File: src/sv/baro_pkg.sv
`timescale 1ns / 1ps

package baro_pkg;

    localparam int BARO_QUEUE_DEPTH = 2;

    localparam int CFG_INDEX_W = 8;
    localparam int CFG_DATA_W  = 32;

    // register indexes on the configuration channel
    localparam logic [CFG_INDEX_W-1:0] REG_OFFSET_P      = 8'd0;
    localparam logic [CFG_INDEX_W-1:0] REG_LINEAR_P      = 8'd1;
    localparam logic [CFG_INDEX_W-1:0] REG_TEMP_CROSS    = 8'd2;
    localparam logic [CFG_INDEX_W-1:0] REG_TEMP_PRESS    = 8'd3;
    localparam logic [CFG_INDEX_W-1:0] REG_SQUARE_P      = 8'd4;
    localparam logic [CFG_INDEX_W-1:0] REG_TEMP_SQUARE_P = 8'd5;
    localparam logic [CFG_INDEX_W-1:0] REG_CUBE_P        = 8'd6;
    localparam logic [CFG_INDEX_W-1:0] REG_TEMP_RATES    = 8'd7;

    // oversampling factors, indexed by rate code
    localparam logic [22:0] RATE_FACTOR [8] = '{
        23'd524288, 23'd1572864, 23'd3670016, 23'd7864320,
        23'd253952, 23'd516096,  23'd1040384, 23'd2088960
    };

    // factor for code k is d * 2^19 (k < 4) or d * 2^13 with d = 2^(k+1) - 1;
    // each entry is floor(2^31 / d)
    localparam logic [31:0] RATE_RECIP [8] = '{
        32'h80000000, 32'h2AAAAAAA, 32'h12492492, 32'h08888888,
        32'h04210842, 32'h02082082, 32'h01020408, 32'h00808080
    };

    typedef struct packed {
        logic signed [23:0] raw_pressure;
        logic signed [23:0] raw_temperature;
    } baro_item_t;

    typedef struct packed {
        logic signed [19:0] c00;
        logic signed [19:0] c10;
        logic signed [15:0] c01;
        logic signed [15:0] c11;
        logic signed [15:0] c20;
        logic signed [15:0] c21;
        logic signed [15:0] c30;
        logic signed [11:0] c0;
        logic signed [11:0] c1;
        logic        [2:0]  prate;
        logic        [2:0]  trate;
    } baro_coef_t;

endpackage

File: src/sv/baro_front.sv
`timescale 1ns / 1ps

module baro_front (
    input  logic                aclk,
    input  logic                aresetn,
    input  logic                s_tvalid,
    output logic                s_tready,
    input  logic [47:0]         s_tdata,   // raw_pressure [23:0], raw_temperature [47:24]
    input  logic [0:0]          s_tuser,   // temp_present [0]
    output logic                push_valid,
    input  logic                push_ready,
    output baro_pkg::baro_item_t push_item
);
    import baro_pkg::*;

    logic signed [23:0] last_raw_temp_reg;
    logic               xfer;

    assign s_tready   = push_ready;
    assign push_valid = s_tvalid;
    assign xfer       = s_tvalid && push_ready;

    // a sample without a new temperature takes the stored one
    always_comb begin
        push_item.raw_pressure    = $signed(s_tdata[23:0]);
        push_item.raw_temperature = s_tuser[0] ? $signed(s_tdata[47:24]) : last_raw_temp_reg;
    end

    always_ff @(posedge aclk) begin
        if (!aresetn) begin
            last_raw_temp_reg <= '0;
        end else if (xfer && s_tuser[0]) begin
            last_raw_temp_reg <= $signed(s_tdata[47:24]);
        end
    end

endmodule

File: config.mk
export PLATFORM = sky130hd
export DESIGN_NAME = baro_front
export DESIGN_NICKNAME = d
export VERILOG_FILES = /design/src/sv/baro_pkg.sv /design/src/sv/baro_front.sv
export SDC_FILE = /design/constraint.sdc
export NUM_CORES = 1
export LEC_CHECK = 0
export ABC_AREA = 1
export BUFFER_PORTS_ARGS = -buffer_cell sky130_fd_sc_hd__buf_4
export CORE_MARGIN = 8
export CORE_UTILIZATION = 40
export DETAILED_ROUTE_END_ITERATION = 7
export PLACE_DENSITY = 0.8
export SLEW_MARGIN = 5
export SYNTH_ARGS = -nofsm -noshare
export SYNTH_HDL_FRONTEND = slang
export SYNTH_SLANG_ARGS = --single-unit
export TNS_END_PERCENT = 20
File: constraint.sdc
create_clock -name aclk -period 0.8 [get_ports aclk]
set_input_delay 0.04 -clock aclk [delete_from_list [all_inputs] [get_ports aclk]]
set_output_delay 0.04 -clock aclk [all_outputs]
set_load 0.05 [all_outputs]
==> results_dict.tcl <==
set metrics [dict create \
    clockPowerShare 0.175 \
    ys_seq_area_frac 0.3404 \
    drc 0 \
    hold_viol_final 0 \
    endpoint_kind "output pin" \
    fmax_mhz 937.3 \
    root_buffer "clkbuf_4" \
    syn-num-nets 284 \
    clock_skew_ns 0 \
    outcome "complete, but fails checks" \
    antenna_found_initial 0 \
    reg2reg_slack_ns 0.07 \
    htreeDepth 1 \
    violations "negative setup slack" \
    combinationalPowerShare 0.393 \
    p_leak_nw 1.121 \
    place.gp.congestion 0.7289 \
    worstReg2RegStart "last_raw_temp_reg[13]" \
    whs_path_depth 3 \
    r2r_cells 5 \
    peakVddDrop_mv 0.6009 \
    boundaryPins 103 \
    hp-class "input port to flip-flop" \
    drive_gt1_frac 0.3763 \
    fin_crit_ns 1.067 \
    power_frac_seq 0.432 \
    finalCritPeriodShare 1.334 \
    clock_path_buffers 2 \
    power.density_mw_per_mm2 1374 \
    hp-start "aresetn" \
    seq_area_um2 494.2 \
    dr.pass1.iters 4 \
    grt_max_degree 27 \
    min_to "last_raw_temp_reg[1]" \
    multiInputGateArea_um2 670.6 \
    wl_um 3531 \
    synth_cell_types 10 \
    dp_slack_ns 0.04289 \
    drv_cap 0 \
    die_area_mm2 0.005685 \
    syn_area_mm2 0.001411 \
    die_w_um 75.40 \
    switching_share 0.3518 \
    crit_arrival_ns 1.03 \
    crit_type "flip-flop to output pin" \
    grt_pass1_wl_um 5644 \
    cts.clk_slew.worst_paths_ns 0.13 \
    die_y_um 75.40 \
    layout.cells.non_filler 325 \
    grt_util_all_layers 0.1252 \
    drtAntennaViolNets 0 \
    setup_slack_ns -0.2669 \
    cts_tree "done" \
    rsz0062_at_grt "yes" \
    final_max_slew_viol_count 0 \
    diodes 0 \
    coreArea_mm2 0.003363 \
    worst_slew_pin_slew_ns 0.2551 \
    via_count 1419 \
    setup_viol 24 \
    final_nets 334 \
    slew_headroom 0.8299 \
    cts_num_sinks 24 \
    crit_path_start_kind "flip-flop" \
    cp_max_fo 2 \
    via_per_inst 4.366 \
    yosys_warnings 0 \
    synthCells 231 \
    drtIter0Drc 36 \
    dp_cells 297 \
    largest_reg_flops 24 \
    initial_core_util 0.4196 \
    p_total_mw 2.965 \
    synth-seq-cells 24 \
    numCtsBuffers 3 \
    io_buffers 54 \
    worst_skew_pair.late_latency_ns 0.30 \
    critPathRequiredTime_ns 0.76 \
    reg2reg_to "last_raw_temp_reg[13]" \
    timing.hold.ws_ns 0.07519 \
    wl_per_cell_um 10.86 \
    p_int_mw 1.922 \
    nFillCells 325 \
    grt_overflow 0 \
    grt_pass1_vias 1362 \
    p_sw_mw 1.043 \
    final_util 0.6417 \
    dp_hpwl_um 2308 \
    syn_to_final_growth_pct 52.93 \
    avgSynthCellArea_um2 6.110 \
    rows 21 \
]
## metrics by stage
stage | TNS (ns) | area, um^2
after global routing | -6.735 | 2158
final | -5.213 | 2158
after detailed placement | 0 | 1784
after global placement | 0 | 1784
after floorplan | -1.161 | 1501
after CTS | -5.312 | 2142
## layer usage
metal | vias up | GRT usage | wire length (um)
li1 | 766 | - | -
met1 | 619 | 0.1313 | 1357
met2 | 28 | 0.2378 | 1927
met3 | 6 | 0.02500 | 221
met4 | 0 | 0.04691 | 25
met5 | - | 0 | 0
## placed cells by master, fill, tap and decap left out
cell / instances
inv_2: 7
clkbuf_4: 3
buf_12: 4
nor2_1: 48
buf_6: 24
dfxtp_1: 13
buf_4: 31
nand3_2: 1
dlygate4sd3_1: 24
nand2_1: 72
dfxtp_2: 11
inv_1: 17
o21ai_2: 24
## worst max-delay path: stages, from the launching register on
cell and delay, ns:
dfxtp_2 0.34, inv_2 0.04, o21ai_2 0.16, buf_6 0.18
## worst max path at each step
| stage | from | slack (ns) | to | depth (start not counted) |
|---|---|---|---|---|
| 2_1_floorplan | s_tuser | -0.09 | push_item[10] | 2 |
| 3_3_place_gp | s_tuser | 0.07 | push_item[5] | 5 |
| 3_5_place_dp | s_tuser | 0.04 | last_raw_temp_reg[19] | 5 |
| 4_1_cts | last_raw_temp_reg[11] | -0.24 | push_item[11] | 3 |
| 5_1_grt | last_raw_temp_reg[13] | -0.32 | push_item[13] | 3 |
| 6_report | last_raw_temp_reg[13] | -0.27 | push_item[13] | 3 |
## power by group through the flow
| stage | sequential, mW | combinational, mW | clock (mW) |
|---|---|---|---|
| after CTS | 1.28 | 1.16 | 0.527 |
| final | 1.28 | 1.17 | 0.518 |
| after floorplan | 1.30 | 0.988 | 0 |
| after global placement | 1.30 | 0.984 | 0 |
| after global routing | 1.29 | 1.25 | 0.592 |
| after detailed placement | 1.30 | 0.998 | 0 |
## area by class of cell
type	count	share of cell area
timing repair buffer	83	0.3814
multi-input combinational	145	0.3107
sequential	24	0.2290
inverter	24	0.04174
tap	46	0.02667
clock buffer	3	0.01043
## Yosys cell counts (all sizes together)
master  instances  area (um^2)
dfxtp          24        480.5
buf            34        250.2
nand2          72        270.3
nor2           48        180.2
clkbuf          4        15.01
inv            24        90.09
nand3           1        5.000
o21ai          24        120.1
## kinds of logic after synthesis
family / Yosys count / synth area share
simple gates: 121 / 0.3227
buf+inv: 62 / 0.2518
flops: 24 / 0.3404
compound gates: 24 / 0.08511
## repair_timing
action	4_1_cts	5_1_grt
pin swaps	0	2
hold buffers	24	0
resized for setup	32	10
endpoints found under the setup margin	24	24
endpoints found under the hold margin	24	0
buffers inserted	0	1
No activity file was read; power rests on OpenSTA's default activity.
