### config.mk
export PLATFORM = sky130hd
export DESIGN_NAME = baro_queue
export DESIGN_NICKNAME = d
export VERILOG_FILES = /design/src/sv/baro_pkg.sv /design/src/sv/baro_queue.sv
export SDC_FILE = /design/constraint.sdc
export NUM_CORES = 1
export LEC_CHECK = 0
export BUFFER_PORTS_ARGS = -buffer_cell sky130_fd_sc_hd__buf_2
export CORE_MARGIN = 1
export CORE_UTILIZATION = 55
export DETAILED_ROUTE_END_ITERATION = 16
export GPL_ROUTABILITY_DRIVEN = 0
export GPL_TIMING_DRIVEN = 1
export HOLD_SLACK_MARGIN = 0.1
export PLACE_DENSITY = 0.83
export REMOVE_ABC_BUFFERS = 1
export SLEW_MARGIN = 20
export SYNTH_ARGS = -nofsm -noshare
export SYNTH_HDL_FRONTEND = slang
export SYNTH_SLANG_ARGS = --single-unit
export TNS_END_PERCENT = 1
### constraint.sdc
create_clock -name aclk -period 4.4 [get_ports aclk]
set_input_delay 0.88 -clock aclk [delete_from_list [all_inputs] [get_ports aclk]]
set_output_delay 0.88 -clock aclk [all_outputs]
set_load 0.02 [all_outputs]
### src/sv/baro_pkg.sv
`timescale 1ns / 1ps

package baro_pkg;

    localparam int BARO_QUEUE_DEPTH = 2;

    localparam int CFG_INDEX_W = 8;
    localparam int CFG_DATA_W  = 32;

    // register indexes on the configuration channel
    localparam logic [CFG_INDEX_W-1:0] REG_OFFSET_P      = 8'd0;
    localparam logic [CFG_INDEX_W-1:0] REG_LINEAR_P      = 8'd1;
    localparam logic [CFG_INDEX_W-1:0] REG_TEMP_CROSS    = 8'd2;
    localparam logic [CFG_INDEX_W-1:0] REG_TEMP_PRESS    = 8'd3;
    localparam logic [CFG_INDEX_W-1:0] REG_SQUARE_P      = 8'd4;
    localparam logic [CFG_INDEX_W-1:0] REG_TEMP_SQUARE_P = 8'd5;
    localparam logic [CFG_INDEX_W-1:0] REG_CUBE_P        = 8'd6;
    localparam logic [CFG_INDEX_W-1:0] REG_TEMP_RATES    = 8'd7;

    // oversampling factors, indexed by rate code
    localparam logic [22:0] RATE_FACTOR [8] = '{
        23'd524288, 23'd1572864, 23'd3670016, 23'd7864320,
        23'd253952, 23'd516096,  23'd1040384, 23'd2088960
    };

    // factor for code k is d * 2^19 (k < 4) or d * 2^13 with d = 2^(k+1) - 1;
    // each entry is floor(2^31 / d)
    localparam logic [31:0] RATE_RECIP [8] = '{
        32'h80000000, 32'h2AAAAAAA, 32'h12492492, 32'h08888888,
        32'h04210842, 32'h02082082, 32'h01020408, 32'h00808080
    };

    typedef struct packed {
        logic signed [23:0] raw_pressure;
        logic signed [23:0] raw_temperature;
    } baro_item_t;

    typedef struct packed {
        logic signed [19:0] c00;
        logic signed [19:0] c10;
        logic signed [15:0] c01;
        logic signed [15:0] c11;
        logic signed [15:0] c20;
        logic signed [15:0] c21;
        logic signed [15:0] c30;
        logic signed [11:0] c0;
        logic signed [11:0] c1;
        logic        [2:0]  prate;
        logic        [2:0]  trate;
    } baro_coef_t;

endpackage

### src/sv/baro_queue.sv
`timescale 1ns / 1ps

module baro_queue #(
    parameter int DEPTH = baro_pkg::BARO_QUEUE_DEPTH
) (
    input  logic                aclk,
    input  logic                aresetn,
    input  logic                push_valid,
    output logic                push_ready,
    input  baro_pkg::baro_item_t push_item,
    output logic                pop_valid,
    input  logic                pop_ready,
    output baro_pkg::baro_item_t pop_item
);
    import baro_pkg::*;

    localparam int PW = (DEPTH > 1) ? $clog2(DEPTH) : 1;
    localparam int CW = $clog2(DEPTH + 1);

    baro_item_t        slot_reg [DEPTH];
    logic [PW-1:0]     wr_ptr_reg;
    logic [PW-1:0]     rd_ptr_reg;
    logic [CW-1:0]     count_reg;
    logic              do_push;
    logic              do_pop;

    assign push_ready = (count_reg != CW'(DEPTH));
    assign pop_valid  = (count_reg != '0);
    assign pop_item   = slot_reg[rd_ptr_reg];
    assign do_push    = push_valid && push_ready;
    assign do_pop     = pop_valid && pop_ready;

    always_ff @(posedge aclk) begin
        if (do_push) begin
            slot_reg[wr_ptr_reg] <= push_item;
        end
    end

    always_ff @(posedge aclk) begin
        if (!aresetn) begin
            wr_ptr_reg <= '0;
            rd_ptr_reg <= '0;
            count_reg  <= '0;
        end else begin
            if (do_push) begin
                wr_ptr_reg <= (wr_ptr_reg == PW'(DEPTH - 1)) ? '0 : wr_ptr_reg + PW'(1);
            end
            if (do_pop) begin
                rd_ptr_reg <= (rd_ptr_reg == PW'(DEPTH - 1)) ? '0 : rd_ptr_reg + PW'(1);
            end
            if (do_push && !do_pop) begin
                count_reg <= count_reg + CW'(1);
            end else if (do_pop && !do_push) begin
                count_reg <= count_reg - CW'(1);
            end
        end
    end

endmodule

==> out/metrics.cfg, run 1 <==
[status]
status = complete, but fails checks
violations = design-rule violations

[floorplan]
die_x_um = 84.09
start_util_pct = 57.71
dieArea_mm2 = 0.007070
fp.dieH_um = 84.09
io_pins = 102
core_area_mm2 = 0.006422
num_rows = 29

[global_routing]
overflow = 0
track_usage_pct = 17.54
grt_pass1_wl_mm = 9.321
grt_max_degree = 49
grt_pass1_vias = 1956
antenna_found_initial = 0

[timing]
finalHoldViolCount = 0
fmax_mhz = 386.8
fin_setup_tns_ns = 0
rsz0062_at_grt = false
slew_violations = 0
slew_headroom_pct = 29.60
fin_crit_sh_pct = 58.76
worst_pin_slew_ns = 1.054
period_minus_slack_ns = 2.585
setup_viol = 0
layout_setup_ws_ns = 1.815
finClkSkew_ns = 0.004907

[clocking]
cts_resized = 0
root_buffer = clkbuf_8
cts_buffer_depth = 2
cts_setup_buffers = 0
cts_tree = done
clkTransAtPathRegs_ns = 0.09
cts.sinks = 101
cts_inserted_buffers = 9
clock_latency_ns = 0.34
htreeDepth = 3
holdBufCountCts = 0

[setup_path]
cp.arrival_ns = 1.71
crit_path_start_kind = register
critPathKind = reg -> out
critPathCaptureType = output port
rrSetupSlack_ns = 2.49
r2r_cells = 3
timing.rr.end = slot_reg[0][24]
crit_path_max_fanout = 48
reg2reg_from = count_reg[0]
required_ns = 3.52

[layout]
n_antenna_cell = 0
multi_input_area_um2 = 684.4
largest_reg_flops = 96
drive_above_1_share_pct = 59.65
nets = 333
regArea_mm2 = 0.002987
postLayoutCoreUtil_pct = 69.57
num-fill-cells = 432
layout.cells.non_filler = 362
area_growth_pct = 20.56

[synth]
synthCells = 173
synth_area_mm2 = 0.003706
avgSynthCellArea_um2 = 21.42
synthTopCellsByArea = edfxtp_1 (78%), mux2_2 (15%), dfxtp_1 (2.7%)
synth_seq_cells = 101
yosysWarnings = 0
yosysUniqueCellTypes = 21
yosysTopAreaCellShare_pct = 77.79
ys_seq_area_share_pct = 80.49
synth.largest_area_cell = edfxtp_1

[routing]
drt_iter0_markers = 97
vias_per_cell = 5.144
ant_nets = 0
wl_per_cell_um = 16.55
wl_mm = 5.992
vias = 1862
drc = 16
firstDrtPassIters = 10

[pwr]
leakagePower_nw = 1.663
ir_worst_vdd_mv = 0.3974
power_density_mw_per_mm2 = 567.5

[worst_hold_path]
hold_path.class = reg -> reg
hp-start = count_reg[1]
hold_depth = 2
hold_path_end = count_reg[1]

[placement]
place_hpwl_mm = 3.798
dp.cells = 346
post-place-ws_ns = 1.818
port_buffers = 101

[run]
cap_violations = 0

[logic make-up after synthesis]
kind of cell / Yosys count / synth area share [%]
fa+ha+maj: 1 / 0.3376
xor+xnor: 3 / 0.7091
simple gates: 9 / 1.756
mux: 48 / 14.58
compound gates: 5 / 0.9452
buf+inv: 6 / 1.182
flops: 101 / 80.49
[worst max path at each step]
| stage | start | cells after the start | endpoint | slack, ns |
|---|---|---|---|---|
| 2_1_floorplan | register | 1 | pop_item[0] | 1.73 |
| 3_3_place_gp | register | 2 | pop_item[31] | 1.81 |
| 3_5_place_dp | register | 2 | pop_item[31] | 1.82 |
| 4_1_cts | register | 2 | pop_item[31] | 1.43 |
| 5_1_grt | register | 2 | pop_item[38] | 1.72 |
| 6_report | register | 2 | pop_item[38] | 1.81 |
[critical path, cell delays in order (launching register included)]
cell and delay, ns:
dfxtp_4 0.76, mux2_2 0.42, buf_2 0.16
[placed cells by master (no fill, tap or decap)]
cell	count
dfxtp_1	4
ha_1	1
edfxtp_1	96
or2_2	1
clkbuf_8	9
and3_4	1
or3_1	1
clkinv_4	1
buf_2	101
nand2b_4	1
inv_2	1
a21bo_2	1
bufinv_16	1
a21boi_0	1
a21boi_1	1
and2_1	4
clkinvlp_4	2
nand3b_1	1
o21ai_0	1
xor2_1	1
clkbuf_1	1
xnor2_1	2
clkinv_2	2
dfxtp_4	1
mux2_2	48
o21ai_1	1
[area by class of cell]
class                           count  share of cell area [%]
Tap cell                           77                   2.156
Clock inverter                      6                   1.428
Clock buffer                       10                   2.856
Sequential cell                   101                   66.84
Inverter                            1                 0.08401
Timing Repair Buffer              101                   11.31
Multi-Input combinational cell     66                   15.32
[cell usage after synthesis]
cell type / instances
buf_6: 2
a21bo_2: 1
mux2_2: 48
o21ai_1: 1
and2_1: 4
buf_2: 2
or3_1: 1
o21ai_0: 1
or2_2: 1
dfxtp_1: 5
inv_1: 1
nand3b_1: 1
ha_1: 1
xor2_1: 1
edfxtp_1: 96
and3_1: 1
a21boi_0: 1
a21boi_1: 1
xnor2_1: 2
nand2b_4: 1
buf_4: 1
[routing by layer]
layer / GRT usage (%) / vias to the layer above / routed length (µm) / share of wire [%]
met2: 29.06 / 69 / 2996 / 50
met1: 22.32 / 895 / 2502 / 42
met3: 3.956 / 10 / 388 / 6.5
met5: 0 / - / 0 / 0
li1: - / 888 / - / -
met4: 7.680 / 0 / 104 / 1.7
[power breakdown]
part / internal (W) / leakage (nW) / switching [W] / total (W)
Combinational: 0.000299 / 0.632 / 0.000380 / 0.000679
Clock: 0.000262 / 0.0923 / 0.000294 / 0.000556
Sequential: 0.00121 / 0.938 / 0.0000954 / 0.00130
[stage by stage]
step / hold slack (ns) / power [W] / area [µm²]
5_1_grt: 0.6130 / 0.002646 / 4468
2_1_floorplan: 0.5124 / 0.001776 / 3666
3_3_place_gp: 0.5315 / 0.001990 / 4270
6_report: 0.5685 / 0.002536 / 4468
3_5_place_dp: 0.5583 / 0.002010 / 4270
4_1_cts: 0.5691 / 0.002566 / 4462
Note: power is estimated with default switching activity, not from simulation.
==> run 2: changes to the inputs <==
Settings changed: ABC_AREA set to 1, CORE_UTILIZATION 55 to 47, PLACE_DENSITY 0.83 to 0.75.
Clock period 4.4 ns to 2.3 ns, I/O delays scaled along.
==> run 2 against run 1 <==
Against the previous run:
- the flow now finishes without violations
- non-clock buffer count grew 6
- worst hold slack lost 0.28 ns
- via count grew 4.9%
- design area grew 4.0%
- highest routed layer unchanged
- sequential cell count is the same
- first-iteration DRC count shrank 37%
- sequential power grew 84%
- total power grew 97%
==> out/metrics.cfg, run 2 <==
[status]
status = finished, final reports clean

[timing]
slew_violations = 0  ; unchanged
worst_pin_slew_ns = 0.4891  ; -0.5654 ns
fmax_mhz = 470.1
fin_crit_sh_pct = 92.49
slew_headroom_pct = 67.39  ; +38 points
finalHoldViolCount = 0  ; unchanged
hold_ws_ns = 0.2903  ; -0.2781 ns
period_minus_slack_ns = 2.127
finClkSkew_ns = 0.007872  ; +0.002966 ns
setup_viol = 0  ; unchanged
rsz0062_at_grt = false

[layout]
largest_reg_flops = 96  ; unchanged
drive_above_1_share_pct = 56.58  ; -3.1 points
n_antenna_cell = 0  ; unchanged
area_growth_pct = 22.86
fin_area_mm2 = 0.004647  ; +4.0%
num-fill-cells = 629  ; +46%
final_cell_mix = buf_2 (101), edfxtp_1 (96), mux2_2 (28)
postLayoutCoreUtil_pct = 59.83  ; -9.7 points
nets = 352  ; +5.7%
mostFrequentLayoutCell = buf_2

[synth]
synth_enable_flop_cells = 96  ; unchanged
synth_async_sr_flop_share_pct = 0  ; unchanged
muxShareOfSynthArea_pct = 16.28  ; +1.7 points
synth_most_common_cell = edfxtp_1
ys_seq_area_share_pct = 78.86  ; -1.6 points
synth_top_family_by_area = multiplexers
yosysTopAreaCellShare_pct = 76.22  ; -1.6 points
synth_area_mm2 = 0.003782  ; +2.1%
avgSynthCellArea_um2 = 20.34  ; -5.1%
synthTopCellsByArea = edfxtp_1 (76%), mux2_2 (8.3%), mux2_4 (7.9%)
ys.flop_type = edfxtp_1
synthCells = 186  ; +7.5%
synth_common_cells = edfxtp_1 (96), mux2_2 (28), mux2_4 (20)
synth_seq_cells = 101  ; unchanged
synthXorXnorAreaFrac_pct = 0  ; -0.71 points
synth_compound_area_share_pct = 0.5954  ; -0.35 points
synthSimpleGateAreaFrac_pct = 1.985  ; +0.23 points
yosysWarnings = 0  ; unchanged
synth_fa_ha_area_share_pct = 0.3308  ; -0.0068 points
yosysUniqueCellTypes = 15  ; -29%
synth.largest_area_cell = edfxtp_1

[global_routing]
overflow = 0  ; unchanged
track_usage_pct = 14.83  ; -2.7 points
antenna_found_initial = 0  ; unchanged
grt_max_degree = 34  ; -31%
grt_pass1_wl_mm = 9.225  ; -1.0%
grt_pass1_vias = 2056  ; +5.1%

[routing]
met3WireLength_um = 367  ; -5.4%
drt_iter0_markers = 61  ; -37%
wl_per_cell_um = 14.85  ; -10%
drc = 0  ; -16
vias_per_cell = 4.810  ; -6.5%
vias = 1953  ; +4.9%
drt-met1-wl_mm = 2.373  ; -5.2%
firstDrtPassIters = 4  ; -6
maxUsedRoutingLayer = met4
wl_met2_mm = 3.207  ; +7.0%
wl_mm = 6.030  ; +0.63%
ant_nets = 0  ; unchanged

[placement]
place_hpwl_mm = 3.960  ; +4.3%
port_buffers = 101  ; unchanged
place_area_mm2 = 0.004433  ; +3.8%

[clocking]
cts_inserted_buffers = 9  ; unchanged
cts.sinks = 101  ; unchanged
cts_setup_buffers = 0  ; unchanged
clock_latency_ns = 0.35  ; about the same
clkTransAtPathRegs_ns = 0.09  ; about the same
holdBufCountCts = 0  ; unchanged
cts_resized = 0  ; unchanged
root_buffer = clkbuf_8
cts_buffer_depth = 2  ; unchanged
cts_tree = done
htreeDepth = 3  ; unchanged

[floorplan]
dieArea_mm2 = 0.008411  ; +19%
fp.dieH_um = 91.71  ; +9.1%
die_x_um = 91.71  ; +9.1%
core_area_mm2 = 0.007767  ; +21%
io_pins = 102  ; unchanged
start_util_pct = 48.70  ; -9.0 points
num_rows = 32  ; +10%

[setup_path]
cp.arrival_ns = 1.67  ; -0.04 ns
r2r_cells = 5  ; +2
reg2reg_from = count_reg[0]
crit_path_max_fanout = 31  ; -35%
required_ns = 1.84  ; -1.68 ns
critPathCaptureType = output port
critPathKind = reg -> out
crit_path_start_kind = register

[pwr]
ir_worst_vdd_mv = 0.5834  ; +47%
leakagePower_nw = 1.809  ; +8.8%
power_density_mw_per_mm2 = 1074  ; +89%

[worst_hold_path]
hp-start = push_item[15]
hold_path.class = in -> reg
hold_depth = 1  ; -1

[run]
cap_violations = 0  ; unchanged

==> run 2: cell types whose count changed after synthesis, sizes merged, moves of 2 or more <==
cell / delta
a21boi: -2
inv: +7
and2: -4
nand2: +9
nor2: +8
xnor2: -2
==> run 2: area by class of cell <==
type | instances | area, µm² | area share, %
Clock buffer | 9 | 123.9 | 2.666
Clock inverter | 7 | 90.09 | 1.939
Inverter | 8 | 30.03 | 0.6462
Multi-Input combinational cell | 72 | 740.7 | 15.94
Sequential cell | 101 | 2984 | 64.22
Tap cell | 102 | 127.6 | 2.746
Timing Repair Buffer | 107 | 550.5 | 11.85
==> run 2: layer usage <==
| layer | track usage, % | vias to the layer above |
|---|---|---|
| met5 | 0 | - |
| met2 | 26.94 | 66 |
| li1 | - | 930 |
| met1 | 16.17 | 949 |
| met4 | 6.641 | 0 |
| met3 | 3.980 | 8 |
==> run 2: report_power, final <==
part / internal, W / leakage, nW / switching (W)
registers: 0.00232 / 0.937 / 0.0000701
logic: 0.000583 / 0.764 / 0.000839
clock network: 0.000607 / 0.108 / 0.000569
total: 0.00351 / 1.81 / 0.00148
==> run 2: cell families after synthesis <==
| logic type | count (synthesis) |
|---|---|
| multiplexers | 48 |
| AND/OR/NAND/NOR | 19 |
| buffers and inverters | 13 |
| flip-flops | 101 |
| adder cells (fa/ha/maj) | 1 |
| AO/OA/AOI/OAI | 4 |
==> run 2: worst paths after layout <==
path	endpoint	slack, ns
max	pop_item[28]	0.17
min	slot_reg[1][15]	0.29
max reg2reg	slot_reg[0][6]	0.66
min reg2reg	register	0.52
==> run 2: stage by stage <==
stage / cells / total power (W) / TNS [ns] / worst slack (ns)
floorplan: 181 / 0.003438 / -95.09 / -0.8962
global placement: 390 / 0.003847 / 0 / 0.5511
detailed placement: 390 / 0.003882 / 0 / 0.5339
CTS: 406 / 0.005050 / 0 / 0.1386
global route: 406 / 0.005216 / 0 / 0.09387
finish: 406 / 0.004992 / 0 / 0.1728
==> run 2: critical path, stage by stage (launching register included) <==
cell and delay (ns):
dfxtp_2 0.33, buf_4 0.40, mux2_2 0.40, buf_2 0.16
==> run 3: changes to the inputs <==
Settings changed: ABC_AREA 1 to not set, CELL_PAD_IN_SITES_DETAIL_PLACEMENT set to 1, CELL_PAD_IN_SITES_GLOBAL_PLACEMENT set to 2, CORE_UTILIZATION 47 to 34, PLACE_DENSITY 0.75 to not set, PLACE_DENSITY_LB_ADDON set to 0.1.
==> run 3 against run 2 <==
Against the previous run:
- design area fell by 1.0%
- sequential power about the same
- sequential cell count is the same
- critical endpoint is now pop_item[11]
- fmax grew 1.9%
- highest routed layer unchanged
==> out/metrics.cfg, run 3 (synthesized netlist as in run 1, its figures left out) <==
[layout]
largest_reg_flops = 96  ; unchanged
nets = 338  ; -4.0%
fin_area_mm2 = 0.004599  ; -1.0%
n_antenna_cell = 0  ; unchanged
final_cell_mix = buf_2 (101), edfxtp_1 (96), mux2_2 (48)
drive_above_1_share_pct = 60.34  ; +3.8 points
layout.cells.non_filler = 426  ; +4.9%
area_growth_pct = 24.11
mostFrequentLayoutCell = buf_2

[clocking]
clock_latency_ns = 0.35  ; about the same
clkTransAtPathRegs_ns = 0.10  ; about the same
cts_inserted_buffers = 9  ; unchanged
cts.sinks = 101  ; unchanged
htreeDepth = 3  ; unchanged
root_buffer = clkbuf_8
holdBufCountCts = 0  ; unchanged
cts_resized = 0  ; unchanged
cts_setup_buffers = 0  ; unchanged
cts_tree = done
cts_buffer_depth = 2  ; unchanged

[setup_path]
crit_slowest_cell = dfxtp_2
cp_cell_sequence = buf_12 > mux2_2 > buf_2
critPathKind = reg -> out
critPathCaptureType = output port
required_ns = 1.84  ; about the same
crit_path_start_kind = register
crit_path_max_fanout = 43  ; +39%
cp.arrival_ns = 1.63  ; -0.04 ns
slowest_delay_ns = 0.43  ; +0.03 ns

[pwr]
leakagePower_nw = 1.702  ; -5.9%
power.share.clock_pct = 22.8  ; -0.8 points
p_comb_share_pct = 29.3  ; +0.8 points
p_int_w = 0.003427  ; -2.4%
pwr-share-seq_pct = 47.9  ; about the same
total_power_w = 0.004970  ; -0.45%
ir_worst_vdd_mv = 0.4536  ; -22%
switchingPower_w = 0.001542  ; +4.3%
swShare_pct = 31.03  ; +1.4 points
power_density_mw_per_mm2 = 1080  ; +0.58%

[routing]
drt_iter0_markers = 15  ; -75%
vias_per_cell = 4.545  ; -5.5%
ant_nets = 0  ; unchanged
drc = 0  ; unchanged
vias = 1936  ; -0.87%
wl_per_cell_um = 15.60  ; +5.0%
wl_mm = 6.644  ; +10%
firstDrtPassIters = 4  ; unchanged

[floorplan]
die_x_um = 106.4  ; +16%
num_rows = 37  ; +16%
dieArea_mm2 = 0.01132  ; +35%
fp.dieH_um = 106.4  ; +16%
io_pins = 102  ; unchanged
start_util_pct = 35.42  ; -13 points
core_area_mm2 = 0.01046  ; +35%

[placement]
dp.cells = 410  ; +5.1%
place_hpwl_mm = 4.304  ; +8.7%
place_area_mm2 = 0.004394  ; -0.88%
port_buffers = 101  ; unchanged

[global_routing]
grt_pass1_wl_mm = 10.07  ; +9.2%
grt_pass1_vias = 1988  ; -3.3%
overflow = 0  ; unchanged
track_usage_pct = 12.20  ; -2.6 points
grt_max_degree = 44  ; +29%
antenna_found_initial = 0  ; unchanged

[timing]
hold_ws_ns = 0.2881  ; -0.002164 ns
setup_viol = 0  ; unchanged
rsz0062_at_grt = false
period_minus_slack_ns = 2.088  ; -0.03923 ns
finalHoldViolCount = 0  ; unchanged
fin_crit_sh_pct = 90.78  ; -1.7 points
slew_violations = 0  ; unchanged
worst_pin_slew_ns = 0.4076  ; -0.08146 ns
slew_headroom_pct = 72.82  ; +5.4 points
fin_setup_tns_ns = 0  ; unchanged
fmax_mhz = 478.9  ; +1.9%
finClkSkew_ns = 0.01143  ; +0.003557 ns

[status]
status = finished, final reports clean

[worst_hold_path]
hold_path.class = in -> reg

[run]
cap_violations = 0  ; unchanged

-- run 3: through the flow --
stage	setup slack [ns]	util, %
finish	0.2121	43.96
global route	0.1065	43.96
CTS	0.1613	43.96
detailed placement	0.5668	42.00
global placement	0.5832	42.00
floorplan	0.04611	-
-- run 3: routing by layer --
metal,GRT usage [%],routed length [µm],share of wire (%)
met1,14.34,2799,42
met2,20.92,3464,52
met3,3.372,313,4.7
met4,5.060,65,0.98
met5,0,0,0
-- run 3: final timing paths --
path | start | endpoint | slack, ns | depth (start not counted)
worst min-delay path | push_item[38] | slot_reg[0][38] | 0.29 | 1
worst max-delay path | register | pop_item[11] | 0.21 | 3
worst max register to register | count_reg[0] | count_reg[1] | 0.71 | 5
worst min register to register | count_reg[1] | count_reg[1] | 0.57 | 2
-- run 3: area by class of cell --
| cell class | instances | area (µm²) |
|---|---|---|
| sequential | 101 | 2984 |
| inverter | 1 | 3.754 |
| fill | 1067 | 5863 |
| multi-input combinational | 66 | 680.7 |
| tap | 136 | 170.2 |
| clock inverter | 7 | 81.33 |
| clock buffer | 9 | 123.9 |
| timing repair buffer | 106 | 555.5 |
-- run 3: worst max-delay path: cells and delay by family, from the launching register on --
family	cells	cell delay (ns)
buf+inv	2	0.44
mux	1	0.39
flops	1	0.43
-- run 3: power groups by stage --
stage                     combinational, W  sequential [W]  clock (W)
after floorplan                   0.000925         0.00247          0
after global placement             0.00149         0.00241          0
after detailed placement           0.00149         0.00242          0
after CTS                          0.00150         0.00238    0.00119
after global routing               0.00157         0.00241    0.00125
final                              0.00146         0.00238    0.00113
